## src/hdl/lhs_pkg.sv

```systemverilog
`timescale 1ns / 1ps

package lhs_pkg;

  // Blacklist depth and the time that one tick stands for.
  localparam int LIST_DEPTH  = 8;
  localparam int MS_PER_TICK = 1000;

  // Field widths.
  localparam int ADDR_W    = 48;
  localparam int TYPE_W    = 2;
  localparam int MS_W      = 22;
  localparam int CNT_W     = 32;
  localparam int CFG_IDX_W = 3;
  localparam int CFG_W     = 48;
  localparam int COUNT_W   = 4;

  // Fill count holds 0..LIST_DEPTH; an entry index holds 0..LIST_DEPTH-1.
  localparam int FILL_W = $clog2(LIST_DEPTH + 1);
  localparam int IDX_W  = (LIST_DEPTH > 1) ? $clog2(LIST_DEPTH) : 1;

  // Grace period after a scan before its results are judged.
  localparam int SCAN_GRACE_MS = 500;

  typedef enum logic [1:0] {
    MODE_IDLE   = 2'd0,
    MODE_SCAN   = 2'd1,
    MODE_CONN   = 2'd2,
    MODE_LISTEN = 2'd3
  } mode_t;

  typedef enum logic [1:0] {
    CMD_NONE    = 2'd0,
    CMD_SCAN    = 2'd1,
    CMD_CONNECT = 2'd2,
    CMD_DROP    = 2'd3
  } link_cmd_t;

  typedef enum logic [1:0] {
    REQ_TICK    = 2'd0,
    REQ_LOOKUP  = 2'd1,
    REQ_CLEAR   = 2'd2,
    REQ_SESSION = 2'd3
  } req_t;

  // Configuration register indexes.
  localparam logic [CFG_IDX_W-1:0] CFG_AUTO_ENABLE     = 3'd0;
  localparam logic [CFG_IDX_W-1:0] CFG_TARGET_VALID    = 3'd1;
  localparam logic [CFG_IDX_W-1:0] CFG_TARGET_ADDR     = 3'd2;
  localparam logic [CFG_IDX_W-1:0] CFG_TARGET_TYPE     = 3'd3;
  localparam logic [CFG_IDX_W-1:0] CFG_SCAN_TIME       = 3'd4;
  localparam logic [CFG_IDX_W-1:0] CFG_CONNECT_TIMEOUT = 3'd5;
  localparam logic [CFG_IDX_W-1:0] CFG_SILENCE_TIMEOUT = 3'd6;
  localparam logic [CFG_IDX_W-1:0] CFG_RETRY_WAIT      = 3'd7;

  // Reset values of the timing registers.
  localparam logic [MS_W-1:0] SCAN_TIME_RST       = 22'd10000;
  localparam logic [MS_W-1:0] CONNECT_TIMEOUT_RST = 22'd12000;
  localparam logic [MS_W-1:0] SILENCE_TIMEOUT_RST = 22'd45000;
  localparam logic [MS_W-1:0] RETRY_WAIT_RST      = 22'd5000;

  // Controller to datapath.
  typedef struct packed {
    logic load;
    logic time_calc;
    logic eval;
    logic search_step;
    logic commit;
  } lhs_ctl_t;

  // Datapath to controller.
  typedef struct packed {
    logic search_done;
    logic search_hit;
  } lhs_stat_t;

endpackage

```

## src/hdl/link_hunt_supervisor_top.sv

```systemverilog
`timescale 1ns / 1ps

// Connection-hunting supervisor. Each input transaction is a tick, a blacklist
// lookup, a blacklist clear or a session note, and it yields exactly one result
// transaction carrying the command for the link layer, the mode after the
// request and the running counters. One transaction is processed at a time: it
// passes through time update, decision, blacklist walk and commit. The walk ends
// at once when no walk is needed and otherwise stops at a match or after the
// last stored entry; one stored address is read from the blacklist memory per
// cycle. The result sits in an output register, so the next transaction is
// accepted while it waits to be taken; only a result that is still unclaimed
// when the following one is ready holds the block up. Configuration writes take
// effect at once and must only be issued while no transaction is outstanding.
// The blacklist memory is not cleared at reset; only entries below the fill
// count are ever read.

module link_hunt_supervisor_top (
  input  logic                          clk,
  input  logic                          rst,
  input  logic                          cfg_wr_en,
  input  logic [lhs_pkg::CFG_IDX_W-1:0] cfg_index,
  input  logic [lhs_pkg::CFG_W-1:0]     cfg_data,
  input  logic                          in_valid,
  output logic                          in_ready,
  input  logic [1:0]                    req_type,
  input  logic                          link_up,
  input  logic                          notify_seen,
  input  logic                          peer_valid,
  input  logic [lhs_pkg::ADDR_W-1:0]    peer_addr,
  input  logic                          cand_valid,
  input  logic [lhs_pkg::ADDR_W-1:0]    cand_addr,
  input  logic [lhs_pkg::TYPE_W-1:0]    cand_type,
  input  logic                          start_ok,
  input  logic [lhs_pkg::ADDR_W-1:0]    query_addr,
  output logic                          out_valid,
  input  logic                          out_ready,
  output logic [1:0]                    command,
  output logic [lhs_pkg::ADDR_W-1:0]    conn_addr,
  output logic [lhs_pkg::TYPE_W-1:0]    conn_type,
  output logic [1:0]                    mode_now,
  output logic                          is_blocked,
  output logic [lhs_pkg::COUNT_W-1:0]   blocked_count,
  output logic [lhs_pkg::CNT_W-1:0]     attempt_total,
  output logic [lhs_pkg::CNT_W-1:0]     session_total
);

  import lhs_pkg::*;

  // Command strobes from the sequencer and status back from the datapath.
  lhs_ctl_t  ctl;
  lhs_stat_t stat;

  // The sequencer owns the handshakes and steps each transaction through
  // time update, decision, blacklist walk and commit.
  lhs_ctrl u_ctrl (
    .clk       (clk),
    .rst       (rst),
    .in_valid  (in_valid),
    .in_ready  (in_ready),
    .out_valid (out_valid),
    .out_ready (out_ready),
    .stat      (stat),
    .ctl       (ctl)
  );

  // The datapath holds the configuration, the mode and its timer, the
  // blacklist memory, the counters and the result register.
  lhs_datapath u_datapath (
    .clk           (clk),
    .rst           (rst),
    .cfg_wr_en     (cfg_wr_en),
    .cfg_index     (cfg_index),
    .cfg_data      (cfg_data),
    .req_type      (req_type),
    .link_up       (link_up),
    .notify_seen   (notify_seen),
    .peer_valid    (peer_valid),
    .peer_addr     (peer_addr),
    .cand_valid    (cand_valid),
    .cand_addr     (cand_addr),
    .cand_type     (cand_type),
    .start_ok      (start_ok),
    .query_addr    (query_addr),
    .ctl           (ctl),
    .stat          (stat),
    .command       (command),
    .conn_addr     (conn_addr),
    .conn_type     (conn_type),
    .mode_now      (mode_now),
    .is_blocked    (is_blocked),
    .blocked_count (blocked_count),
    .attempt_total (attempt_total),
    .session_total (session_total)
  );

endmodule

```

## src/hdl/lhs_datapath.sv

```systemverilog
`timescale 1ns / 1ps

module lhs_datapath (
  input  logic                             clk,
  input  logic                             rst,
  input  logic                             cfg_wr_en,
  input  logic [lhs_pkg::CFG_IDX_W-1:0]    cfg_index,
  input  logic [lhs_pkg::CFG_W-1:0]        cfg_data,
  input  logic [1:0]                       req_type,
  input  logic                             link_up,
  input  logic                             notify_seen,
  input  logic                             peer_valid,
  input  logic [lhs_pkg::ADDR_W-1:0]       peer_addr,
  input  logic                             cand_valid,
  input  logic [lhs_pkg::ADDR_W-1:0]       cand_addr,
  input  logic [lhs_pkg::TYPE_W-1:0]       cand_type,
  input  logic                             start_ok,
  input  logic [lhs_pkg::ADDR_W-1:0]       query_addr,
  input  lhs_pkg::lhs_ctl_t                ctl,
  output lhs_pkg::lhs_stat_t               stat,
  output logic [1:0]                       command,
  output logic [lhs_pkg::ADDR_W-1:0]       conn_addr,
  output logic [lhs_pkg::TYPE_W-1:0]       conn_type,
  output logic [1:0]                       mode_now,
  output logic                             is_blocked,
  output logic [lhs_pkg::COUNT_W-1:0]      blocked_count,
  output logic [lhs_pkg::CNT_W-1:0]        attempt_total,
  output logic [lhs_pkg::CNT_W-1:0]        session_total
);

  import lhs_pkg::*;

  // Configuration registers.
  logic              auto_enable;
  logic              target_valid;
  logic [ADDR_W-1:0] target_addr;
  logic [TYPE_W-1:0] target_type;
  logic [MS_W-1:0]   scan_time_ms;
  logic [MS_W-1:0]   connect_timeout_ms;
  logic [MS_W-1:0]   silence_timeout_ms;
  logic [MS_W-1:0]   retry_wait_ms;

  // Architectural state.
  mode_t             mode;
  logic [CNT_W-1:0]  time_in_mode;
  logic [FILL_W-1:0] fill;
  logic [CNT_W-1:0]  attempts;
  logic [CNT_W-1:0]  sessions;
  logic [ADDR_W-1:0] block_list [LIST_DEPTH];

  // Captured transaction.
  req_t              r_req;
  logic              r_link_up;
  logic              r_notify;
  logic              r_peer_valid;
  logic [ADDR_W-1:0] r_peer_addr;
  logic              r_cand_valid;
  logic [ADDR_W-1:0] r_cand_addr;
  logic [TYPE_W-1:0] r_cand_type;
  logic              r_start_ok;
  logic [ADDR_W-1:0] r_query_addr;

  // Advanced mode time.
  logic [CNT_W:0]    t_sum;
  logic [CNT_W-1:0]  t_sat;

  // Decision, combinational and registered.
  link_cmd_t         e_cmd;
  logic [ADDR_W-1:0] e_addr;
  logic [TYPE_W-1:0] e_type;
  mode_t             e_mode;
  logic [CNT_W-1:0]  e_time;
  logic              e_att;
  logic              e_ins;
  logic [MS_W:0]     scan_limit;

  link_cmd_t         dec_cmd;
  logic [ADDR_W-1:0] dec_addr;
  logic [TYPE_W-1:0] dec_type;
  mode_t             dec_mode;
  logic [CNT_W-1:0]  dec_time;
  logic              dec_att;
  logic              dec_ins;

  // Blacklist walk.
  logic [FILL_W-1:0] idx;
  logic              rd_pend;
  logic              rd_en;
  logic [ADDR_W-1:0] rd_data;
  logic [ADDR_W-1:0] key;
  logic              need_search;
  logic              hit;

  // Commit values.
  logic              ins_ok;
  logic [FILL_W-1:0] fill_next;
  logic [CNT_W-1:0]  attempts_next;
  logic [CNT_W-1:0]  sessions_next;

  assign t_sum      = {1'b0, time_in_mode} + (CNT_W + 1)'(MS_PER_TICK);
  assign scan_limit = {1'b0, scan_time_ms} + (MS_W + 1)'(SCAN_GRACE_MS);

  always_comb begin
    e_cmd  = CMD_NONE;
    e_addr = '0;
    e_type = '0;
    e_mode = mode;
    e_time = time_in_mode;
    e_att  = 1'b0;
    e_ins  = 1'b0;
    if (r_req == REQ_TICK) begin
      e_time = t_sat;
      if (auto_enable) begin
        if (r_link_up) begin
          // Only a peer already being listened to can have gone silent.
          if ((mode == MODE_LISTEN) && !r_notify &&
              (t_sat > CNT_W'(silence_timeout_ms))) begin
            e_cmd  = CMD_DROP;
            e_ins  = r_peer_valid;
            e_mode = MODE_IDLE;
            e_time = '0;
          end else begin
            e_mode = MODE_LISTEN;
            if (mode != MODE_LISTEN) begin
              e_time = '0;
            end
          end
        end else begin
          case (mode)
            MODE_IDLE: begin
              if (t_sat >= CNT_W'(retry_wait_ms)) begin
                e_att = 1'b1;
                if (target_valid) begin
                  e_cmd  = CMD_CONNECT;
                  e_addr = target_addr;
                  e_type = target_type;
                  if (r_start_ok) begin
                    e_mode = MODE_CONN;
                    e_time = '0;
                  end
                end else begin
                  e_cmd = CMD_SCAN;
                  if (r_start_ok) begin
                    e_mode = MODE_SCAN;
                    e_time = '0;
                  end
                end
              end
            end
            MODE_SCAN: begin
              if (t_sat >= CNT_W'(scan_limit)) begin
                if (r_cand_valid) begin
                  e_cmd  = CMD_CONNECT;
                  e_addr = r_cand_addr;
                  e_type = r_cand_type;
                end
                e_mode = (r_cand_valid && r_start_ok) ? MODE_CONN : MODE_IDLE;
                e_time = '0;
              end
            end
            MODE_CONN: begin
              if (t_sat > CNT_W'(connect_timeout_ms)) begin
                e_cmd  = CMD_DROP;
                e_mode = MODE_IDLE;
                e_time = '0;
              end
            end
            default: begin
              e_mode = MODE_IDLE;
              e_time = '0;
            end
          endcase
        end
      end
    end
  end

  assign rd_en = ctl.search_step && need_search && !hit && (idx < fill);

  assign stat.search_done = !need_search || hit || ((idx >= fill) && !rd_pend);
  assign stat.search_hit  = hit;

  assign ins_ok        = dec_ins && !hit && (fill < FILL_W'(LIST_DEPTH));
  assign attempts_next = attempts + CNT_W'(dec_att);
  assign sessions_next = sessions + CNT_W'(r_req == REQ_SESSION);

  always_comb begin
    fill_next = fill;
    if (r_req == REQ_CLEAR) begin
      fill_next = '0;
    end else if (ins_ok) begin
      fill_next = fill + FILL_W'(1);
    end
  end

  // Configuration and architectural state.
  always_ff @(posedge clk) begin
    if (rst) begin
      auto_enable        <= 1'b0;
      target_valid       <= 1'b0;
      target_addr        <= '0;
      target_type        <= '0;
      scan_time_ms       <= SCAN_TIME_RST;
      connect_timeout_ms <= CONNECT_TIMEOUT_RST;
      silence_timeout_ms <= SILENCE_TIMEOUT_RST;
      retry_wait_ms      <= RETRY_WAIT_RST;
      mode               <= MODE_IDLE;
      time_in_mode       <= '0;
      fill               <= '0;
      attempts           <= '0;
      sessions           <= '0;
    end else begin
      if (cfg_wr_en) begin
        case (cfg_index)
          CFG_AUTO_ENABLE: begin
            auto_enable <= cfg_data[0];
            if (!cfg_data[0]) begin
              mode         <= MODE_IDLE;
              time_in_mode <= '0;
            end
          end
          CFG_TARGET_VALID:    target_valid       <= cfg_data[0];
          CFG_TARGET_ADDR:     target_addr        <= cfg_data[ADDR_W-1:0];
          CFG_TARGET_TYPE:     target_type        <= cfg_data[TYPE_W-1:0];
          CFG_SCAN_TIME:       scan_time_ms       <= cfg_data[MS_W-1:0];
          CFG_CONNECT_TIMEOUT: connect_timeout_ms <= cfg_data[MS_W-1:0];
          CFG_SILENCE_TIMEOUT: silence_timeout_ms <= cfg_data[MS_W-1:0];
          CFG_RETRY_WAIT:      retry_wait_ms      <= cfg_data[MS_W-1:0];
          default: ;
        endcase
      end
      if (ctl.commit) begin
        mode         <= dec_mode;
        time_in_mode <= dec_time;
        fill         <= fill_next;
        attempts     <= attempts_next;
        sessions     <= sessions_next;
      end
    end
  end

  // Captured fields, mode time and the registered decision.
  always_ff @(posedge clk) begin
    if (ctl.load) begin
      r_req        <= req_t'(req_type);
      r_link_up    <= link_up;
      r_notify     <= notify_seen;
      r_peer_valid <= peer_valid;
      r_peer_addr  <= peer_addr;
      r_cand_valid <= cand_valid;
      r_cand_addr  <= cand_addr;
      r_cand_type  <= cand_type;
      r_start_ok   <= start_ok;
      r_query_addr <= query_addr;
    end
    if (ctl.time_calc) begin
      t_sat <= t_sum[CNT_W] ? {CNT_W{1'b1}} : t_sum[CNT_W-1:0];
    end
    if (ctl.eval) begin
      dec_cmd  <= e_cmd;
      dec_addr <= e_addr;
      dec_type <= e_type;
      dec_mode <= e_mode;
      dec_time <= e_time;
      dec_att  <= e_att;
      dec_ins  <= e_ins;
      key      <= (r_req == REQ_LOOKUP) ? r_query_addr : r_peer_addr;
    end
  end

  // Blacklist walk: one read is issued per cycle and compared in the next.
  always_ff @(posedge clk) begin
    if (rst) begin
      idx         <= '0;
      rd_pend     <= 1'b0;
      hit         <= 1'b0;
      need_search <= 1'b0;
    end else if (ctl.eval) begin
      idx         <= '0;
      rd_pend     <= 1'b0;
      hit         <= 1'b0;
      need_search <= (r_req == REQ_LOOKUP) || e_ins;
    end else if (ctl.search_step) begin
      rd_pend <= rd_en;
      if (rd_en) begin
        idx <= idx + FILL_W'(1);
      end
      if (rd_pend && (rd_data == key)) begin
        hit <= 1'b1;
      end
    end
  end

  always_ff @(posedge clk) begin
    if (ctl.commit && ins_ok) begin
      block_list[fill[IDX_W-1:0]] <= r_peer_addr;
    end
    if (rd_en) begin
      rd_data <= block_list[idx[IDX_W-1:0]];
    end
  end

  // Result register.
  always_ff @(posedge clk) begin
    if (ctl.commit) begin
      command       <= dec_cmd;
      conn_addr     <= dec_addr;
      conn_type     <= dec_type;
      mode_now      <= dec_mode;
      is_blocked    <= (r_req == REQ_LOOKUP) && hit;
      blocked_count <= COUNT_W'(fill_next);
      attempt_total <= attempts_next;
      session_total <= sessions_next;
    end
  end

`ifndef SYNTHESIS
  a_fill_bound: assert property (@(posedge clk) disable iff (rst)
    fill <= FILL_W'(LIST_DEPTH))
    else $error("blacklist fill count beyond depth");
`endif

endmodule

```

## src/hdl/lhs_ctrl.sv

```systemverilog
`timescale 1ns / 1ps

module lhs_ctrl (
  input  logic               clk,
  input  logic               rst,
  input  logic               in_valid,
  output logic               in_ready,
  output logic               out_valid,
  input  logic               out_ready,
  input  lhs_pkg::lhs_stat_t stat,
  output lhs_pkg::lhs_ctl_t  ctl
);

  import lhs_pkg::*;

  typedef enum logic [4:0] {
    S_IDLE   = 5'b00001,
    S_TIME   = 5'b00010,
    S_EVAL   = 5'b00100,
    S_SEARCH = 5'b01000,
    S_COMMIT = 5'b10000
  } state_t;

  state_t state;
  state_t state_next;
  logic   out_free;

  assign in_ready = (state == S_IDLE);
  assign out_free = !out_valid || out_ready;

  assign ctl.load        = in_valid && in_ready;
  assign ctl.time_calc   = (state == S_TIME);
  assign ctl.eval        = (state == S_EVAL);
  assign ctl.search_step = (state == S_SEARCH);
  assign ctl.commit      = (state == S_COMMIT) && out_free;

  always_comb begin
    state_next = state;
    case (state)
      S_IDLE:   if (in_valid) state_next = S_TIME;
      S_TIME:   state_next = S_EVAL;
      S_EVAL:   state_next = S_SEARCH;
      S_SEARCH: if (stat.search_done) state_next = S_COMMIT;
      S_COMMIT: if (out_free) state_next = S_IDLE;
      default:  state_next = S_IDLE;
    endcase
  end

  always_ff @(posedge clk) begin
    if (rst) begin
      state     <= S_IDLE;
      out_valid <= 1'b0;
    end else begin
      state <= state_next;
      if (ctl.commit) begin
        out_valid <= 1'b1;
      end else if (out_ready) begin
        out_valid <= 1'b0;
      end
    end
  end

`ifndef SYNTHESIS
  a_accept_starts: assert property (@(posedge clk) disable iff (rst)
    (in_valid && in_ready) |=> (state == S_TIME))
    else $error("accepted transaction did not start processing");

  a_commit_shows: assert property (@(posedge clk) disable iff (rst)
    ctl.commit |=> (out_valid && (state == S_IDLE)))
    else $error("committed result not presented");

  a_search_ends: assert property (@(posedge clk) disable iff (rst)
    ((state == S_SEARCH) && stat.search_hit) |=> (state == S_COMMIT))
    else $error("search continued after a match");
`endif

endmodule

```

## config.mk

```make
export PLATFORM = sky130hd
export DESIGN_NAME = link_hunt_supervisor_top
export DESIGN_NICKNAME = d
export VERILOG_FILES = /design/src/hdl/lhs_pkg.sv /design/src/hdl/link_hunt_supervisor_top.sv /design/src/hdl/lhs_datapath.sv /design/src/hdl/lhs_ctrl.sv
export SDC_FILE = /design/constraint.sdc
export NUM_CORES = 2
export LEC_CHECK = 0
export BUFFER_PORTS_ARGS = -buffer_cell sky130_fd_sc_hd__buf_2
export CAP_MARGIN = 20
export CORE_ASPECT_RATIO = 0.9
export CORE_MARGIN = 2
export CORE_UTILIZATION = 30
export CTS_CLUSTER_DIAMETER = 120
export DETAILED_ROUTE_END_ITERATION = 12
export PLACE_DENSITY = 0.57
export SYNTH_ARGS = -nofsm -noshare
export SYNTH_HDL_FRONTEND = slang
export SYNTH_HIERARCHICAL = 1
export SYNTH_SLANG_ARGS = --single-unit
export TNS_END_PERCENT = 10
```

## constraint.sdc

```tcl
create_clock -name clk -period 15.77 [get_ports clk]
set_clock_uncertainty 0.05 [all_clocks]
set_input_delay 1.577 -clock clk [delete_from_list [all_inputs] [get_ports clk]]
set_output_delay 1.577 -clock clk [all_outputs]
set_load 0.02 [all_outputs]
```

# After elaboration in Yosys (flattened, before gate mapping)
# Memory sizes are Yosys's and may differ from the RTL's. A register that Yosys moved wholly into a read port is not among the register bits.
# Index checks and enable logic that the tools add are counted.
# W data, S select, Z words.
# totals
reg_bits	699
latchBits	0
input_bits	209
elab_cells	196
mem_bits_ro	0
mem_count	1
ramBits	384
out_inout_bits	125
# classes
multipliers	0
n_lt_le_gt_ge	7
muxes	64
n_eq_ne	24
n_div	0
reduce_logical	45
n_shift	0
n_bitwise	3
addsub	6
# mem_list
name	depth	word_bits	read_ports	rd_clocked_by_memory_dff	write_ports	line	source
u_datapath.block_list	8	48	1	1	1	lhs_datapath.sv:49	logic [ADDR_W-1:0] block_list [LIST_DEPTH];
# op_table
cell	count
$mux W32	13
$mux W48	5
$pmux W32 S3	1
$pmux W48 S2	1
$add A32 B1 Y32	2
$gt A32 B22 Y1	2
$mux W2	26
$eq A48 B48 Y1	1
$add A32 B10 Y33 const B	1
$ge A32 B22 Y1	1
$ge A32 B23 Y1	1
$pmux W5 S5	1
$add A22 B9 Y23 const B	1
$reduce_and A2 Y1	11
$mux W5	3
$logic_and A1 B1 Y1	14
$eq A3 B3 Y1 const B	4
$pmux W2 S3	2
$mux W1	9
$add A4 B1 Y4 const B	2
$eq A2 B2 Y1 const B	4
$mux W4	2
$eq A3 B2 Y1 const B	2
$ne A2 B2 Y1 const B	3
22 further kinds	37

# Longest topological paths before layout
# logic_depth
ltp_word	8
depth_mapped	17
depth_no_buf	15

# Hierarchy
# Netlist, hierarchy kept.
# by_module_without_submodules
module	seq_area_each_um2	cells_per_inst	area_each_um2	n_inst
lhs_datapath	31290.0	3232	45513.7	1
lhs_ctrl	120.1	41	361.6	1

# Least setup slack after synthesis
# No wires, ideal clock.
# synth_timing
path_kind	reg2reg
startpoint	reg u_ctrl.state[1]
endpoint	reg u_datapath.idx[0]
required_ns	15.596
stages_incl_launch_ff	5
path_buffers	1
path_slack_ns	0.670
setup_time_ns	0.124
t_arrival_ns	14.926
period_less_slack_ns	15.100
path_cell_list	dfxtp_1 > nor4_1 > or2_2 > buf_1 > nor2_1
# synth_lines
element	line	source
start, declared	lhs_ctrl.sv:24	state_t state;
start signal, assigned	lhs_ctrl.sv:54	state <= state_next;
end signal, assigned	lhs_datapath.sv:286	idx <= idx + FILL_W'(1);
end, declared	lhs_datapath.sv:86	logic [FILL_W-1:0] idx;

# Worst setup path in the final report
# layout_timing
startpoint	reg u_datapath.scan_time_ms[2]
endpoint	reg u_datapath.dec_mode[1], data pin
# layout_via
elab_chain_len	7
# layout_lines
element	line	source
start, declared	lhs_datapath.sv:38	logic [MS_W-1:0] scan_time_ms;
start signal, assigned	lhs_datapath.sv:225	CFG_SCAN_TIME: scan_time_ms <= cfg_data[MS_W-1:0];
$add A22 B9 Y23	lhs_datapath.sv:101	assign scan_limit = {1'b0, scan_time_ms} + (MS_W + 1)'(SCAN_GRACE_MS);
$ge A32 B23 Y1	lhs_datapath.sv:151	if (t_sat >= CNT_W'(scan_limit)) begin
$mux W2	lhs_datapath.sv:151	
$pmux W2 S3	lhs_datapath.sv:129	case (mode)
$mux W2	lhs_datapath.sv:114	if (r_link_up) begin
$mux W2	lhs_datapath.sv:113	if (auto_enable) begin
$mux W2	lhs_datapath.sv:111	if (r_req == REQ_TICK) begin
via u_datapath.e_mode[1]	lhs_datapath.sv:71	mode_t e_mode;
end signal, assigned	lhs_datapath.sv:263	dec_mode <= e_mode;
end, declared	lhs_datapath.sv:80	mode_t dec_mode;
# The timed path passes the listed nets, and every way through them passes these cells.
# A chain may end at the register's enable or synchronous reset.

==> results.toml <==
[run_status]
status = "finished clean"

[placed_design]
portBuffers = 333
post_dp_cell_area_um2 = 49800
dp_slack_ns = 11.11
gp_congestion = 0.850
post-place-cells = 5479
hpwlAfterDp_mm = 71.6

[drt]
dr.first_iter.drc_count = 2268
vias = 27155
drt-total-wl_mm = 113
vias_per_cell = 4.75
routedWlPerCell_um = 19.8
dr.pass1.iters = 5
drc_errors = 0
final_antenna_net_count = 0

[critical_path]
end_kind = "flop"
crit_fanout = 48
slowest_stage = "nor3_1"
path_cells = "ha_1 -> nor3_1 -> a21oi_1 -> and4_1 -> nand4_1 -> xor2_1 -> ha_1 -> a21o_1 -> a2111oi_0 -> o21ai_0 -> and2_1 -> buf_4 -> o311ai_0 -> a41oi_1"
worstPathArrival_ns = 4.63
startpoint_type = "flop"
cp_common_cell = "ha_1"
slowest_delay_ns = 0.49
worstSetupPathType = "reg2reg"
crit_required_ns = 16.20

[sta]
hold_ws_ns = 0.362
tns_ns = 0
finalHoldViolations = 0
post-route-period-util_pct = 26.7
fin_ws_ns = 11.56
fin_crit_ns = 4.21
rsz0062_at_grt = "no"
timing.final.max_slew_violations = 0
max_freq_mhz = 238
tightest_slew_ns = 1.06
setup_viol = 0
relSlewSlack_pct = 29.5

[cts]
root_buffer = "clkbuf_16"
clock-sinks = 1131
cts-buffers-inserted = 118
tritoncts = "built"
cts.path.max_buffers = 3
insertion_delay_ns = 0.78
cts_setup_buffers = 0
htree_levels = 3
cts.repair.resized = 0
clkTransAtPathRegs_ns = 0.07
cts-hold-fix-buffers = 0

[final_layout]
final_cell_mix = "edfxtp_1, nand2_1, buf_2"
stdcell_count = 5711
fillers = 14564
final_common_cell = "edfxtp_1"
syn2layout_area_growth_pct = 17.3
post-route-util_pct = 35.3
drive_gt1_share_pct = 22.1
final_nets = 3910
final_area_um2 = 53800

[yosys]
yosysWarnings = 6
syn_area_um2 = 45900
synth_cells = 3272
syn-num-nets = 3582
syn_avg_cell_area_um2 = 14.0

[global_routing]
grt_max_degree = 163
grt_first_pass_wirelength_mm = 169
grt_overflow = 0
antenna_found_initial = 11
first_global_vias = 26358
grt_use_total_pct = 14.2

[floorplanning]
die_y_um = 375
dieArea_um2 = 156000
initial_core_util_pct = 30.1
std_cell_rows = 136
die_w_um = 416
core_area_um2 = 152000
io_pins = 334

[power]
p_total_mw = 6.25
power_density_nw_per_um2 = 116
vdd_drop_max_v = 0.0000981
p_switching_mw = 1.35
p_seq_share_pct = 52.8
comb_power_share_pct = 2.6
clkPwrFrac_pct = 44.6
power_leakage_nw = 18.2
intPower_mw = 4.91
power.share.switching_pct = 21.5

[job]
maxCapViolations = 0

[min_path]
hp-class = "reg2reg"
-- final timing paths --
check,slack (ns),startpoint,cells after the start,endpoint
max,11.56,u_datapath/scan_time_ms[2],14,u_datapath/dec_mode[1]
min,0.36,u_datapath/dec_addr[18],0,u_datapath/conn_addr[18]
max reg2reg,11.56,u_datapath/scan_time_ms[2],14,u_datapath/dec_mode[1]
min reg2reg,0.36,u_datapath/dec_addr[18],0,u_datapath/conn_addr[18]
-- power groups by stage --
stage          Sequential (mW)  Clock (mW)  Combinational (mW)
2_1_floorplan             3.35           0              0.0901
3_3_place_gp              3.36           0               0.161
3_5_place_dp              3.37           0               0.164
4_1_cts                   3.30        2.86               0.165
5_1_grt                   3.31        2.98               0.179
6_report                  3.30        2.79               0.163
-- state kept, by name, summed over array words and instances, names as in the netlist, 48 cells and up --
register                 count
u_datapath/block_list      384
u_datapath/r_peer_addr      48
u_datapath/dec_addr         48
u_datapath/r_cand_addr      48
u_datapath/key              48
u_datapath/rd_data          48
u_datapath/r_query_addr     48
u_datapath/conn_addr        48
u_datapath/target_addr      48
-- worst max-delay path: cells and delay by family (launching register included) --
kind	cells	cell delay, ns
buffers and inverters	1	0.32
AO/OA/AOI/OAI	6	1.54
XOR/XNOR	1	0.08
flip-flops	1	0.34
adder cells (fa/ha/maj)	2	0.41
AND/OR/NAND/NOR	4	1.19
-- cell type report --
| class | instances | area (µm²) | area share (%) |
|---|---|---|---|
| well taps | 2001 | 2500 | 4.65 |
| diodes | 6 | 15.0 | 0.0279 |
| clock inverters | 77 | 785 | 1.46 |
| repair buffers | 371 | 2020 | 3.75 |
| multi-input cells | 1859 | 13500 | 25.1 |
| clock buffers | 147 | 3150 | 5.85 |
| flip-flops and latches | 1131 | 31400 | 58.4 |
| inverters | 119 | 447 | 0.830 |
-- metal layers --
metal | up-vias | GRT usage (%) | share of wire [%]
li1 | 12693 | - | -
met1 | 13640 | 19.0 | 44
met2 | 637 | 23.4 | 48
met3 | 185 | 2.29 | 4.3
met4 | 0 | 5.05 | 3.1
met5 | - | 0 | 0
Note: power is estimated with default switching activity, not from simulation.
